File: src/rtl/core/ebrc_pkg.sv
`timescale 1ns / 1ps
// ----------------------------------------------------------------------------
// ebrc_pkg
// Shared types and constants of the 8-bit register processor step core.
// ----------------------------------------------------------------------------
package ebrc_pkg;

	localparam int unsigned DATA_W  = 8;
	localparam int unsigned VALUE_W = 17;
	localparam int unsigned STAT_W  = 3;
	localparam int unsigned FLAG_W  = 3;

	localparam logic [2:0] ST_RUN    = 3'd0;
	localparam logic [2:0] ST_STOP   = 3'd1;
	localparam logic [2:0] ST_END    = 3'd2;
	localparam logic [2:0] ST_BADOP  = 3'd3;
	localparam logic [2:0] ST_BADREG = 3'd4;

	localparam logic [0:0] CFG_START = 1'b0;
	localparam logic [0:0] CFG_END   = 1'b1;

	typedef enum logic [7:0] {
		OP_ADD = 8'd0, OP_SUB = 8'd1, OP_MUL = 8'd2, OP_DIV = 8'd3, OP_MOD = 8'd4,
		OP_STP = 8'd5, OP_LDI = 8'd6, OP_ADR = 8'd7, OP_ADRR = 8'd8, OP_AND = 8'd9,
		OP_OR = 8'd10, OP_XOR = 8'd11, OP_SUBR = 8'd12, OP_MULR = 8'd13,
		OP_DIVR = 8'd14, OP_JMP = 8'd15, OP_NOT = 8'd16, OP_JE = 8'd17,
		OP_JLT = 8'd18, OP_JGT = 8'd19, OP_CMP = 8'd20, OP_INC = 8'd21,
		OP_DEC = 8'd22, OP_JLE = 8'd23, OP_JGE = 8'd24, OP_JNE = 8'd25,
		OP_STI = 8'd26, OP_LDM = 8'd27, OP_STR = 8'd28
	} opcode_t;

	localparam logic [7:0] OP_COUNT = 8'd29;

	// Divider handshake between the core and the shared divide unit.
	typedef struct packed {
		logic       start;
		logic [7:0] dividend;
		logic [7:0] divisor;
	} div_req_t;

	typedef struct packed {
		logic       done;
		logic [7:0] quotient;
		logic [7:0] remainder;
	} div_rsp_t;

endpackage

File: src/rtl/core/ebrc_ram.sv
`timescale 1ns / 1ps
// ----------------------------------------------------------------------------
// ebrc_ram
// Generic single-port synchronous RAM with a registered read.
// ----------------------------------------------------------------------------
module ebrc_ram #(
	parameter int WIDTH = 8,
	parameter int DEPTH = 256
) (
	input  logic                     clk,
	input  logic                     we,
	input  logic [$clog2(DEPTH)-1:0] addr,
	input  logic [WIDTH-1:0]         wdata,
	output logic [WIDTH-1:0]         rdata
);
	logic [WIDTH-1:0] mem [DEPTH];

	always_ff @(posedge clk) begin
		if (we) begin
			mem[addr] <= wdata;
		end
		rdata <= mem[addr];
	end
endmodule

File: src/rtl/core/ebrc_div.sv
`timescale 1ns / 1ps
// ----------------------------------------------------------------------------
// ebrc_div
// Restoring 8-bit divider, one quotient bit per cycle. Divisor zero gives 0/0.
// ----------------------------------------------------------------------------
module ebrc_div (
	input  logic                clk,
	input  logic                arst_n,
	input  ebrc_pkg::div_req_t  req,
	output ebrc_pkg::div_rsp_t  rsp
);
	import ebrc_pkg::*;

	logic [7:0] quo_q;
	logic [8:0] rem_q;
	logic [7:0] dsr_q;
	logic [3:0] cnt_q;
	logic       busy_q;
	logic       zero_q;
	logic       done_q;
	logic [8:0] shifted;
	logic [8:0] trial;

	assign shifted = {rem_q[7:0], quo_q[7]};
	assign trial   = shifted - {1'b0, dsr_q};

	always_ff @(posedge clk or negedge arst_n) begin
		if (!arst_n) begin
			busy_q <= 1'b0;
			cnt_q  <= 4'd0;
			done_q <= 1'b0;
		end else begin
			done_q <= 1'b0;
			if (req.start) begin
				busy_q <= 1'b1;
				cnt_q  <= 4'd0;
			end else if (busy_q) begin
				cnt_q <= cnt_q + 4'd1;
				if (cnt_q == 4'd7) begin
					busy_q <= 1'b0;
					done_q <= 1'b1;
				end
			end
		end
	end

	always_ff @(posedge clk) begin
		if (req.start) begin
			quo_q  <= req.dividend;
			rem_q  <= 9'd0;
			dsr_q  <= req.divisor;
			zero_q <= (req.divisor == 8'd0);
		end else if (busy_q) begin
			if (!trial[8]) begin
				rem_q <= trial;
				quo_q <= {quo_q[6:0], 1'b1};
			end else begin
				rem_q <= shifted;
				quo_q <= {quo_q[6:0], 1'b0};
			end
		end
	end

	assign rsp = {done_q, zero_q ? 8'd0 : quo_q, zero_q ? 8'd0 : rem_q[7:0]};

	always_ff @(posedge clk) begin
		if (arst_n && rsp.done) begin
			assert (!busy_q) else $error("divider done while still busy");
		end
	end
	a_start_idle: assert property (@(posedge clk) disable iff (!arst_n)
		req.start |-> !busy_q) else $error("divider restarted while busy");
	a_done_once: assert property (@(posedge clk) disable iff (!arst_n)
		rsp.done |=> !rsp.done) else $error("divider done held two cycles");
	a_done_count: assert property (@(posedge clk) disable iff (!arst_n)
		(busy_q && cnt_q == 4'd7 && !req.start) |=> rsp.done)
		else $error("divider did not finish after eight steps");
endmodule

File: src/rtl/core/eight_bit_register_cpu_step_core.sv
`timescale 1ns / 1ps
// ----------------------------------------------------------------------------
// eight_bit_register_cpu_step_core
// Steps a small 8-bit processor held in one byte memory: memory writes or
// one fetched-and-executed three-byte instruction per input transaction.
// ----------------------------------------------------------------------------
//  Channel  Direction  Content
//  s_axis   in         tdata: mode[0], address[8:1], data[16:9]
//  m_axis   out        tdata: value[16:0], status[19:17], exit_code[27:20], flag[30:28]
//  cfg      in         index 0 start_address, 1 program_end
//
// A memory write, and an execute step taken while halted or at the program
// end, go from the accept in S_IDLE straight to the result state S_OUT. An
// execute step passes S_IDLE, the fetch states S_F0 to S_F2, S_EXE and S_OUT;
// DIV, MOD and DIVR add the S_DIVW wait for the bit-serial divider. After
// reset a clearing pass zeros every memory word before the first transaction.
// The result register lets the next transaction in while a result waits; a
// new result holds the core in its result cycle until the register is free.
// ----------------------------------------------------------------------------
module eight_bit_register_cpu_step_core #(
	parameter int MEM_DEPTH = 256
) (
	input  logic        clk,
	input  logic        arst_n,
	input  logic        s_axis_tvalid,
	output logic        s_axis_tready,
	input  logic [23:0] s_axis_tdata,  // mode, address, data
	output logic        m_axis_tvalid,
	input  logic        m_axis_tready,
	output logic [31:0] m_axis_tdata,  // value, status, exit_code, flag_code
	input  logic        cfg_valid,
	output logic        cfg_ready,
	input  logic [0:0]  cfg_index,
	input  logic [8:0]  cfg_data
);
	import ebrc_pkg::*;

	localparam int AW = $clog2(MEM_DEPTH);

	typedef enum logic [7:0] {
		S_CLR  = 8'b00000001,
		S_IDLE = 8'b00000010,
		S_F0   = 8'b00000100,
		S_F1   = 8'b00001000,
		S_F2   = 8'b00010000,
		S_EXE  = 8'b00100000,
		S_DIVW = 8'b01000000,
		S_OUT  = 8'b10000000
	} state_t;

	state_t      state_q;
	logic [AW:0] clr_q;
	logic [7:0]  start_q;
	logic [8:0]  pend_q;
	logic [8:0]  ip_q;
	logic [2:0]  flag_q;
	logic [2:0]  halt_q;
	logic        started_q;
	logic [7:0]  exit_q;
	logic [7:0]  rf_q [4];
	logic [7:0]  op_q, a_q, b_q;
	logic [7:0]  in_addr_q, in_data_q;
	logic        in_mode_q;

	logic        mem_we;
	logic [AW-1:0] mem_addr;
	logic [7:0]  mem_wdata, mem_rdata;

	div_req_t    dreq;
	div_rsp_t    drsp;

	logic [16:0] val_q;
	logic [30:0] res_q;
	logic        ovalid_q;
	logic        out_load;

	ebrc_ram #(.WIDTH(8), .DEPTH(MEM_DEPTH)) u_mem (
		.clk(clk), .we(mem_we), .addr(mem_addr), .wdata(mem_wdata), .rdata(mem_rdata)
	);

	ebrc_div u_div (.clk(clk), .arst_n(arst_n), .req(dreq), .rsp(drsp));

	assign cfg_ready     = 1'b1;
	assign s_axis_tready = (state_q == S_IDLE);
	assign m_axis_tvalid = ovalid_q;
	assign m_axis_tdata  = {1'b0, res_q};
	assign out_load      = (state_q == S_OUT) && (!ovalid_q || m_axis_tready);

	logic        accept;
	logic [8:0]  ip_eff;
	assign accept = s_axis_tvalid && s_axis_tready;
	assign ip_eff = started_q ? ip_q : {1'b0, start_q};

	logic        ra, rb;
	logic [7:0]  rfa, rfb, rda, rdb;
	assign ra  = (a_q < 8'd4);
	assign rb  = (b_q < 8'd4);
	assign rfa = rf_q[a_q[1:0]];
	assign rfb = rf_q[b_q[1:0]];
	assign rda = ra ? rfa : 8'hFF;
	assign rdb = rb ? rfb : 8'hFF;

	logic        need_ra, need_rab, is_div;
	always_comb begin
		need_ra  = (op_q == OP_LDI) || (op_q == OP_ADR) || (op_q == OP_SUBR)
			|| (op_q == OP_MULR) || (op_q == OP_DIVR) || (op_q == OP_NOT)
			|| (op_q == OP_INC) || (op_q == OP_DEC);
		need_rab = (op_q >= OP_ADRR) && (op_q <= OP_XOR);
		is_div   = (op_q == OP_DIV) || (op_q == OP_MOD) || (op_q == OP_DIVR);
	end

	// CMP difference and divisibility by three of its magnitude. Every power of
	// four is one modulo three, so the base-four digit sum keeps the remainder.
	logic [8:0]  cmp_d;
	logic [7:0]  cmp_mag;
	logic [2:0]  cmp_f;
	logic [3:0]  m3;
	assign cmp_d   = {1'b0, rda} - {1'b0, rdb};
	assign cmp_mag = cmp_d[8] ? 8'(-cmp_d) : cmp_d[7:0];
	always_comb begin
		m3 = 4'(cmp_mag[1:0]) + 4'(cmp_mag[3:2]) + 4'(cmp_mag[5:4]) + 4'(cmp_mag[7:6]);
		if (m3 == 4'd0 || m3 == 4'd3 || m3 == 4'd6 || m3 == 4'd9 || m3 == 4'd12)
			cmp_f = 3'd3;
		else if (cmp_d == 9'd0) cmp_f = 3'd1;
		else if (cmp_d[8])      cmp_f = 3'd2;
		else                    cmp_f = 3'd0;
	end

	logic        take;
	always_comb begin
		case (op_q)
			OP_JE:   take = (flag_q == 3'd1);
			OP_JLT:  take = (flag_q == 3'd2);
			OP_JGT:  take = (flag_q == 3'd0);
			OP_JLE:  take = (flag_q != 3'd0);
			OP_JGE:  take = (flag_q != 3'd2);
			default: take = (flag_q != 3'd1);
		endcase
	end

	logic [15:0] mul_a;
	assign mul_a = (op_q == OP_MUL) ? a_q * b_q : rfa * b_q;

	always_comb begin
		mem_we    = 1'b0;
		mem_wdata = 8'd0;
		mem_addr  = AW'(ip_q);
		case (state_q)
			S_CLR: begin
				mem_we   = 1'b1;
				mem_addr = clr_q[AW-1:0];
			end
			S_IDLE: begin
				mem_addr = AW'(ip_eff);
				if (accept && !s_axis_tdata[0]) begin
					mem_we    = 1'b1;
					mem_addr  = AW'(s_axis_tdata[8:1]);
					mem_wdata = s_axis_tdata[16:9];
				end
			end
			S_F0:  mem_addr = AW'(ip_q + 9'd1);
			S_F1:  mem_addr = AW'(ip_q + 9'd2);
			// Operand B is on the read port now and addresses the LDM read.
			S_F2:  mem_addr = AW'(mem_rdata);
			S_EXE: begin
				mem_addr = AW'(a_q);
				if (halt_q == ST_RUN && op_q == OP_STI) begin
					mem_we = 1'b1;  mem_wdata = b_q;
				end else if (halt_q == ST_RUN && op_q == OP_STR) begin
					mem_we = 1'b1;  mem_wdata = rdb;
				end
			end
			default: mem_addr = AW'(ip_q);
		endcase
	end

	always_comb begin
		dreq.start    = (state_q == S_EXE) && (halt_q == ST_RUN) && is_div
			&& !(need_ra && !ra);
		dreq.dividend = (op_q == OP_DIVR) ? rfa : a_q;
		dreq.divisor  = b_q;
	end

	always_ff @(posedge clk or negedge arst_n) begin
		if (!arst_n) begin
			state_q   <= S_CLR;
			clr_q     <= '0;
			start_q   <= 8'd10;
			pend_q    <= 9'd40;
			ip_q      <= 9'd0;
			flag_q    <= 3'd0;
			halt_q    <= ST_RUN;
			started_q <= 1'b0;
			exit_q    <= 8'd0;
			op_q      <= 8'd0;
			a_q       <= 8'd0;
			val_q     <= 17'd0;
			res_q     <= '0;
			ovalid_q  <= 1'b0;
			for (int i = 0; i < 4; i++) rf_q[i] <= 8'd0;
		end else begin
			if (cfg_valid) begin
				case (cfg_index)
					CFG_START: start_q <= cfg_data[7:0];
					CFG_END:   pend_q  <= cfg_data;
					default:   ;
				endcase
			end
			if (out_load) begin
				ovalid_q <= 1'b1;
				res_q    <= {flag_q, (halt_q == ST_STOP) ? exit_q : 8'd0, halt_q, val_q};
			end else if (ovalid_q && m_axis_tready) begin
				ovalid_q <= 1'b0;
			end
			case (state_q)
				S_CLR: begin
					clr_q <= clr_q + 1'b1;
					if (clr_q == (AW+1)'(MEM_DEPTH - 1)) state_q <= S_IDLE;
				end
				S_IDLE: begin
					if (accept) begin
						if (!s_axis_tdata[0]) begin
							val_q   <= {9'd0, s_axis_tdata[16:9]};
							state_q <= S_OUT;
						end else if (halt_q != ST_RUN) begin
							val_q   <= 17'd0;
							state_q <= S_OUT;
						end else begin
							started_q <= 1'b1;
							ip_q      <= ip_eff;
							if (ip_eff >= pend_q || {1'b0, ip_eff} >= 10'(MEM_DEPTH)) begin
								halt_q  <= ST_END;
								val_q   <= 17'd0;
								state_q <= S_OUT;
							end else begin
								state_q <= S_F0;
							end
						end
					end
				end
				S_F0: begin op_q <= mem_rdata; state_q <= S_F1; end
				S_F1: begin a_q <= mem_rdata; state_q <= S_F2; end
				S_F2: state_q <= S_EXE;
				S_EXE: begin
					state_q <= S_OUT;
					ip_q    <= ip_q + 9'd3;
					val_q   <= 17'd0;
					if (op_q >= OP_COUNT) begin
						halt_q <= ST_BADOP;
					end else if ((need_ra && !ra) || (need_rab && (!ra || !rb))) begin
						halt_q <= ST_BADREG;
					end else if (is_div) begin
						state_q <= S_DIVW;
					end else begin
						case (op_q)
							OP_ADD: begin
								if ({1'b0, a_q} + {1'b0, b_q} > 9'd127) flag_q <= flag_q | 3'd4;
								val_q <= {9'd0, 8'(a_q + b_q)};
							end
							OP_SUB:  val_q <= 17'({9'd0, a_q} - {9'd0, b_q});
							OP_MUL, OP_MULR: val_q <= {1'b0, mul_a};
							OP_STP: begin halt_q <= ST_STOP; exit_q <= a_q; end
							OP_LDI: begin rf_q[a_q[1:0]] <= b_q; val_q <= {9'd0, b_q}; end
							OP_ADR:  val_q <= {8'd0, {1'b0, rfa} + {1'b0, b_q}};
							OP_ADRR: val_q <= {8'd0, {1'b0, rfa} + {1'b0, rfb}};
							OP_AND:  val_q <= {9'd0, rfa & rfb};
							OP_OR:   val_q <= {9'd0, rfa | rfb};
							OP_XOR:  val_q <= {9'd0, rfa ^ rfb};
							OP_SUBR: val_q <= 17'({9'd0, rfa} - {9'd0, b_q});
							OP_JMP: begin ip_q <= {1'b0, a_q}; val_q <= {9'd0, a_q}; end
							OP_NOT:  val_q <= {9'd0, ~rfa};
							OP_CMP: begin flag_q <= cmp_f; val_q <= {14'd0, cmp_f}; end
							OP_INC: begin
								rf_q[a_q[1:0]] <= rfa + 8'd1; val_q <= {9'd0, 8'(rfa + 8'd1)};
							end
							OP_DEC: begin
								rf_q[a_q[1:0]] <= rfa - 8'd1; val_q <= {9'd0, 8'(rfa - 8'd1)};
							end
							OP_STI:  val_q <= {9'd0, b_q};
							OP_LDM: begin
								val_q <= {9'd0, mem_rdata};
								if (ra) rf_q[a_q[1:0]] <= mem_rdata;
							end
							OP_STR:  val_q <= {9'd0, rdb};
							default: begin
								if (take) begin
									ip_q  <= {1'b0, a_q};
									val_q <= {9'd0, a_q};
								end else begin
									val_q <= 17'd255;
								end
							end
						endcase
					end
				end
				S_DIVW: begin
					if (drsp.done) begin
						val_q   <= {9'd0, (op_q == OP_MOD) ? drsp.remainder : drsp.quotient};
						state_q <= S_OUT;
					end
				end
				S_OUT: begin
					if (out_load) state_q <= S_IDLE;
				end
				default: state_q <= S_IDLE;
			endcase
		end
	end

	// b is the third fetch; it is on the read port in S_F2 and is held for S_EXE.
	always_ff @(posedge clk) begin
		if (state_q == S_F2) b_q <= mem_rdata;
	end

	a_out_wait: assert property (@(posedge clk) disable iff (!arst_n)
		(state_q == S_OUT && ovalid_q && !m_axis_tready) |=> (state_q == S_OUT))
		else $error("result lost while output stalled");
	a_halt_sticky: assert property (@(posedge clk) disable iff (!arst_n)
		($past(halt_q) != ST_RUN && $past(state_q) != S_CLR) |-> $stable(halt_q))
		else $error("halt status changed after halt");
	a_out_hold: assert property (@(posedge clk) disable iff (!arst_n)
		(ovalid_q && !m_axis_tready) |=> (ovalid_q && $stable(res_q)))
		else $error("result changed while stalled");
endmodule
File: config.mk
export PLATFORM = sky130hd
export DESIGN_NAME = eight_bit_register_cpu_step_core
export DESIGN_NICKNAME = d
export VERILOG_FILES = /design/src/rtl/core/ebrc_pkg.sv /design/src/rtl/core/ebrc_ram.sv /design/src/rtl/core/ebrc_div.sv /design/src/rtl/core/eight_bit_register_cpu_step_core.sv
export SDC_FILE = /design/constraint.sdc
export NUM_CORES = 2
export LEC_CHECK = 0
export BUFFER_PORTS_ARGS = -buffer_cell sky130_fd_sc_hd__buf_2
export CELL_PAD_IN_SITES_DETAIL_PLACEMENT = 1
export CELL_PAD_IN_SITES_GLOBAL_PLACEMENT = 2
export CORE_UTILIZATION = 53
export DETAILED_ROUTE_END_ITERATION = 8
export PLACE_DENSITY_LB_ADDON = 0.1
export SYNTH_ARGS = -nofsm -noshare
export SYNTH_HDL_FRONTEND = slang
export SYNTH_HIERARCHICAL = 1
export SYNTH_SLANG_ARGS = --single-unit
File: constraint.sdc
create_clock -name clk -period 22 [get_ports clk]
set_input_delay 1.1 -clock clk [delete_from_list [all_inputs] [get_ports clk]]
set_output_delay 1.1 -clock clk [all_outputs]
set_load 0.02 [all_outputs]
Yosys cells after proc, flatten, opt, wreduce, memory -nomap -nowiden:

Memory sizes are Yosys's and may differ from the RTL's. A register that Yosys moved wholly into a read port is not among the register bits.
Cells that the tools add are included.

* bits in registers: 194
* RAM bits: 2048
* input port bits: 39
* output and inout port bits: 35
* logic and storage cells: 289
* memories kept: 1

* add/subtract/negate cells: 19
* multipliers: 2
* $lt $le $gt $ge: 11
* equality and inequality tests: 58
* muxes and demuxes: 96
* bitwise logic cells: 12
* reduce and logical (&&, ||, !) cells: 63

Memory list
* u_mem.mem: words 256, bits a word 8, read ports 1, clocked after Yosys merged registers in 1, wr ports 1, RTL line ebrc_ram.sv:16 `logic [WIDTH-1:0] mem [DEPTH];`

Operators with widths (number)
* one-hot mux 17 bit (18 select lines): 1
* two-way mux 8 bit: 31
* two-way mux 17 bit: 8
* bitwise mux 32 bit: 4
* one-hot mux 32 bit (4 select lines): 1
* == test 8 x 5 -> 1 bit, second input constant: 13
* == test 8 x 4 -> 1 bit, second input constant: 9
* two-way mux 9 bit: 8
* one-hot mux 8 bit (8 select lines): 1
* one-hot mux 17 bit (3 select lines): 1
* one-hot mux 8 bit (6 select lines): 1
* == test 8 x 3 -> 1 bit, second input constant: 5
* one-hot mux 9 bit (2 select lines): 2
* binary-select mux 8 bit (select 2 bit): 2
* multiplier 8 x 8 -> 16 bit: 2
* two-way mux 32 bit: 1
* adder 8 x 8 -> 9 bit: 3
* two-way mux 3 bit: 9
* subtractor 8 x 8 -> 9 bit: 3
* == test 8 x 2 -> 1 bit, second input constant: 3
* OR reduction 19 bit: 1
* AND reduction 6 bit: 3
* logical OR 1 bit: 17
* adder 8 x 1 -> 8 bit, second input constant: 2
* 65 further kinds: 130

Depth between registers and ports, before layout:

* depth in word-level cells: 22
* mapped depth: 29

Cells and area by module:

Netlist, hierarchy kept.

By module, submodules not included
* ebrc_ram: instances 1, cells an instance 3547, area each 78492.8 um^2, seq. area each 61659.1 um^2
* eight_bit_register_cpu_step_core: instances 1, cells an instance 1938, area each 16631.0 um^2, seq. area each 4125.2 um^2
* ebrc_div: instances 1, cells an instance 170, area each 1781.7 um^2, seq. area each 820.8 um^2

Worst setup path before layout:

No wires, ideal clock.

* path type: register -> register
* start point: register op_q[7]
* end point: memory u_mem.mem[0][4] (data pin)
* library setup time: 2.187 ns
* arrival: 11.925 ns
* data required time: 19.813 ns
* setup slack: 7.888 ns
* stages on the path, launching flop included: 8
* period minus slack after synthesis: 14.112 ns
* cells stage by stage: dfrtp_1 -> or4b_1 -> clkbuf_1 -> or3_1 -> clkbuf_1 -> o31ai_1 -> nand3_1 -> o21ai_0

* cells in the longest elaborated chain, start to end: 5
* elaborated cells on any way between the ends: 7

Ends and longest elaborated chain
* start: declaration: RTL line eight_bit_register_cpu_step_core.sv:61 `logic [7:0] op_q, a_q, b_q;`
* start signal: assignment: RTL line eight_bit_register_cpu_step_core.sv:195 `op_q <= 8'd0;`
* start signal: assignment: RTL line eight_bit_register_cpu_step_core.sv:241 `S_F0: begin op_q <= mem_rdata; state_q <= S_F1; end`
* == test 8 x 5 -> 1 bit: RTL line eight_bit_register_cpu_step_core.sv:169 `end else if (halt_q == ST_RUN && op_q == OP_STR) begin`
* logical AND 1 bit: RTL line eight_bit_register_cpu_step_core.sv:169
* two-way mux 8 bit: RTL line eight_bit_register_cpu_step_core.sv:169
* two-way mux 8 bit *: RTL line eight_bit_register_cpu_step_core.sv:167 `if (halt_q == ST_RUN && op_q == OP_STI) begin`
* one-hot mux 8 bit (2 select lines) *: RTL line eight_bit_register_cpu_step_core.sv:148 `case (state_q)`
* named net mem_wdata[4]: RTL line eight_bit_register_cpu_step_core.sv:67 `logic [7:0] mem_wdata, mem_rdata;`
* end: declaration: RTL line ebrc_ram.sv:16

Mark *: on every way through the listed nets, which the timed path passes. The rest lies on a longest branch.

Final worst setup path:

* start point: register state_q[3]
* end point: register u_mem.rdata[6] (read register of u_mem.mem)

* cells in the longest elaborated chain, start to end: 5
* elaborated cells on any way between the ends: 10

Ends and longest elaborated chain
* start: declaration: RTL line eight_bit_register_cpu_step_core.sv:51 `state_t state_q;`
* start signal: assignment: RTL line eight_bit_register_cpu_step_core.sv:186 `state_q <= S_CLR;`
* start signal: assignment: RTL line eight_bit_register_cpu_step_core.sv:218 `if (clr_q == (AW+1)'(MEM_DEPTH - 1)) state_q <= S_IDLE;`
* start signal: assignment: RTL line eight_bit_register_cpu_step_core.sv:224 `state_q <= S_OUT;`
* == test 8 x 2 -> 1 bit: RTL line eight_bit_register_cpu_step_core.sv:84, eight_bit_register_cpu_step_core.sv:148
* logical AND 1 bit: RTL line eight_bit_register_cpu_step_core.sv:91 `assign accept = s_axis_tvalid && s_axis_tready;`
* logical AND 1 bit: RTL line eight_bit_register_cpu_step_core.sv:155 `if (accept && !s_axis_tdata[0]) begin`
* two-way mux 8 bit: RTL line eight_bit_register_cpu_step_core.sv:155
* one-hot mux 8 bit (6 select lines) *: RTL line eight_bit_register_cpu_step_core.sv:148
* named net mem_addr[0]: RTL line eight_bit_register_cpu_step_core.sv:66 `logic [AW-1:0] mem_addr;`
* end: declaration: RTL line ebrc_ram.sv:14 `output logic [WIDTH-1:0] rdata`

Marked as above.
A chain may end at the register's enable or synchronous reset.

==> impl_metrics.csv <==
group,metric,value,unit
sta,max_freq,111.2,MHz
run,drv_cap,0,
placed_design,placement.io_buffers,64,
critical_path,reg2reg_slack,13010,ps
detailed_routing,via_count,53920,
detailed_routing,drt_iter0_drc,5332,
yosys,synth_most_common_cell,"edfxtp_1",
detailed_routing,drc,0,
placed_design,gp_congestion,0.8899,
critical_path,startpoint_type,"register",
grt,grt_use_met3,4.891,%
yosys,avgSynthCellArea,17.14,um2
critical_path,crit_path_start,"state_q[3]",
grt,gr-usage-met2,47.12,%
yosys,synth_simple_gate_area_share,4.958,%
critical_path,path_common_cell,"buf_4",
critical_path,max_stage_delay,1020,ps
sta,hold_viol,0,
layout,fill_cells,15950,
critical_path,cp_slowest_cell,"o41ai_2",
grt,track_usage,29.02,%
cts,worstSkewPairLatency,900,ps
sta,rsz0062_at_grt,"false",
sta,drv_slew,0,
sta,setup_viol,0,
grt,grt_antenna_before_repair,7,
yosys,muxShareOfSynthArea,13.48,%
layout,final_nets,6053,
yosys,netlist.area_leader.share,64.24,%
detailed_routing,first_pass_iters,7,
cts,cts.sinks,2250,
outcome,status,"finished clean",
grt,grt_max_degree,232,
yosys,synth_common_cells,"2073 x edfxtp_1, 527 x mux4_2, 414 x nor2_1",
critical_path,path_cells,"or4_1 > nor3_1 > and3b_1 > nor2_1 > nand3b_1 > nor2_1 > a31oi_4 > buf_12 > buf_12 > buf_4 > buf_4 > buf_4 > mux4_2 > a22oi_1 > a21oi_1 > o41ai_2 > nand4_1",
yosys,ys_types,96,
cts,postCtsSetupBuffers,0,
sta,tightest_slew,1403,ps
yosys,synth.ff_latch_count,2250,
yosys,synth_top_family_by_area,"multiplexers",
cts,clkTransAtPathRegs,60,ps
critical_path,worst_r2r_path_depth,17,
die,start_util,53.50,%
sta,fin_crit_sh,40.87,%
cts,cts_resized,0,
yosys,synth_nets,5941,
die,row_count,156,
pwr,p_leak,36.26,nW
sta,fin_ws,13010,ps
placed_design,place_area,0.1002,mm2
critical_path,reg2reg_to,"u_mem/rdata[6]",
grt,grt_pass1_wl,388800,um
yosys,ys.flop_type,"edfxtp_1",
layout,layout-drive-gt1-share,20.30,%
grt,grt_pass1_vias,56000,
yosys,async_flop_share,7.156,%
cts,cts_buffer_depth,3,
die,coreArea,0.1811,mm2
pwr,vdd_drop_max,0.3481,mV
detailed_routing,routed_wl,266600,um
placed_design,place_ws,12810,ps
critical_path,critPathKind,"register to register",
critical_path,critPathCapture,"u_mem/rdata[6]",
layout,seq_area,0.06661,mm2
cts,cts-root-buf,"clkbuf_16",
die,die_area,0.1846,mm2
detailed_routing,ant_nets,0,
pwr,powerDensity,141.3,mW/mm2
die,fp.dieH,429.6,um
critical_path,r2r_start,"state_q[3]",
critical_path,critPathArrivalTime,9730,ps
die,die_w,429.6,um
yosys,ys_seq_area_share,68.73,%
sta,fin_crit,8991,ps
grt,gr-max-usage-layer,"met2",
cts,cts_hold_buffers,0,
grt,met1_usage,40.33,%
layout,final_cell_count_no_fill,8328,
sta,fin_skew,90.97,ps
yosys,synth_compound_area_share,6.176,%
yosys,ys_warn_count,6,
layout,multi_input_area,0.02840,mm2
detailed_routing,viasPerCell,6.474,
yosys,synth_enable_flop_cells,2073,
sta,holdWs,243.5,ps
die,ios,74,
pwr,power,15.18,mW
layout,final_util,59.30,%
cts,cts_buffers,222,
yosys,synth_area_leaders,"edfxtp_1 64%, mux4_2 12%, dfrtp_1 4.0%",
grt,overflow,0,
yosys,syn_inst,5655,
critical_path,path_max_fanout,83,
detailed_routing,wire_per_inst,32.01,um
critical_path,critical_path_required,22740,ps
sta,setup_tns,0,ps
layout,final_area,0.1074,mm2
hold_path,worstHoldPathType,"input port to async pin",
placed_design,detailed_place_hpwl,169600,um
cts,cts_tree,"built",
yosys,synth_fa_ha_area_share,3.824,%
yosys,synth_top_cell_by_area,"edfxtp_1",
placed_design,place_inst,7911,
critical_path,worst_setup_path_end_kind,"register",
yosys,synth_area,0.09691,mm2
layout,synthToLayoutAreaGrowth,10.84,%
yosys,synth_xor_area_share,0.5604,%
cts,cts_htree_levels,4,
sta,relSlewSlack,6.457,%
-- worst max-delay path: cells and delay by family, from the launching register on --
kind / cells / cell delay [ps]
compound gates: 4 / 1820
buf+inv: 5 / 3180
flops: 1 / 420
mux: 1 / 630
simple gates: 7 / 2630
-- area by class of cell --
cell class | instances | area share, %
sequential | 2250 | 62.01
multi-input combinational | 2892 | 26.44
clock buffer | 286 | 5.538
tap | 2370 | 2.761
timing repair buffer | 222 | 1.492
clock inverter | 127 | 1.128
inverter | 179 | 0.6256
antenna | 2 | 0.004660
-- layer usage --
metal,vias to the layer above,part of all wire [%]
met2,2029,49
li1,22740,-
met3,451,6.9
met1,28690,41
met4,6,3.2
met5,-,0.015
-- layout by cell type (no fill, tap or decap), types with 63 or more instances in the layout --
master / instances
clkbuf_16: 224
nor2_1: 413
buf_4: 149
buf_2: 63
dfrtp_1: 156
nor3_1: 64
mux2_2: 78
a22oi_1: 268
edfxtp_1: 2073
inv_1: 174
ha_1: 165
a21oi_1: 213
fa_1: 82
mux4_2: 527
nand2_1: 296
o21ai_0: 125
-- worst min path at each step --
stage            endpoint  slack (ps)      startpoint  depth (start not counted)
6_report        val_q[12]         240          arst_n                          1
5_1_grt         val_q[12]         250          arst_n                          1
4_1_cts         val_q[12]         220          arst_n                          1
3_5_place_dp   state_q[6]         460    u_div/done_q                          1
3_3_place_gp    res_q[30]         460       res_q[30]                          2
2_1_floorplan     op_q[5]         440  u_mem/rdata[5]                          2
-- flip-flops by register name, summed over array words and instances (netlist names), 9 cells and up, named ones only --
name	flops
clr_q	9
ip_q	9
pend_q	9
res_q	31
u_mem/mem	2048
val_q	17
-- power breakdown --
group / total [mW] / internal (mW) / switching, mW
registers: 4.89 / 4.80 / 0.0899
clock network: 3.72 / 2.09 / 1.63
logic: 6.57 / 2.56 / 4.00
total: 15.2 / 9.46 / 5.72
-- cells by family (layout without fill, tap and decap cells) --
family | Yosys count | after routing
flops | 2250 | 2250
simple gates | 1057 | 1057
compound gates | 887 | 887
mux | 637 | 637
buf+inv | 513 | 814
fa+ha+maj | 247 | 247
xor+xnor | 62 | 62
other cells | 2 | 4
(Power assumes the default switching activity.)
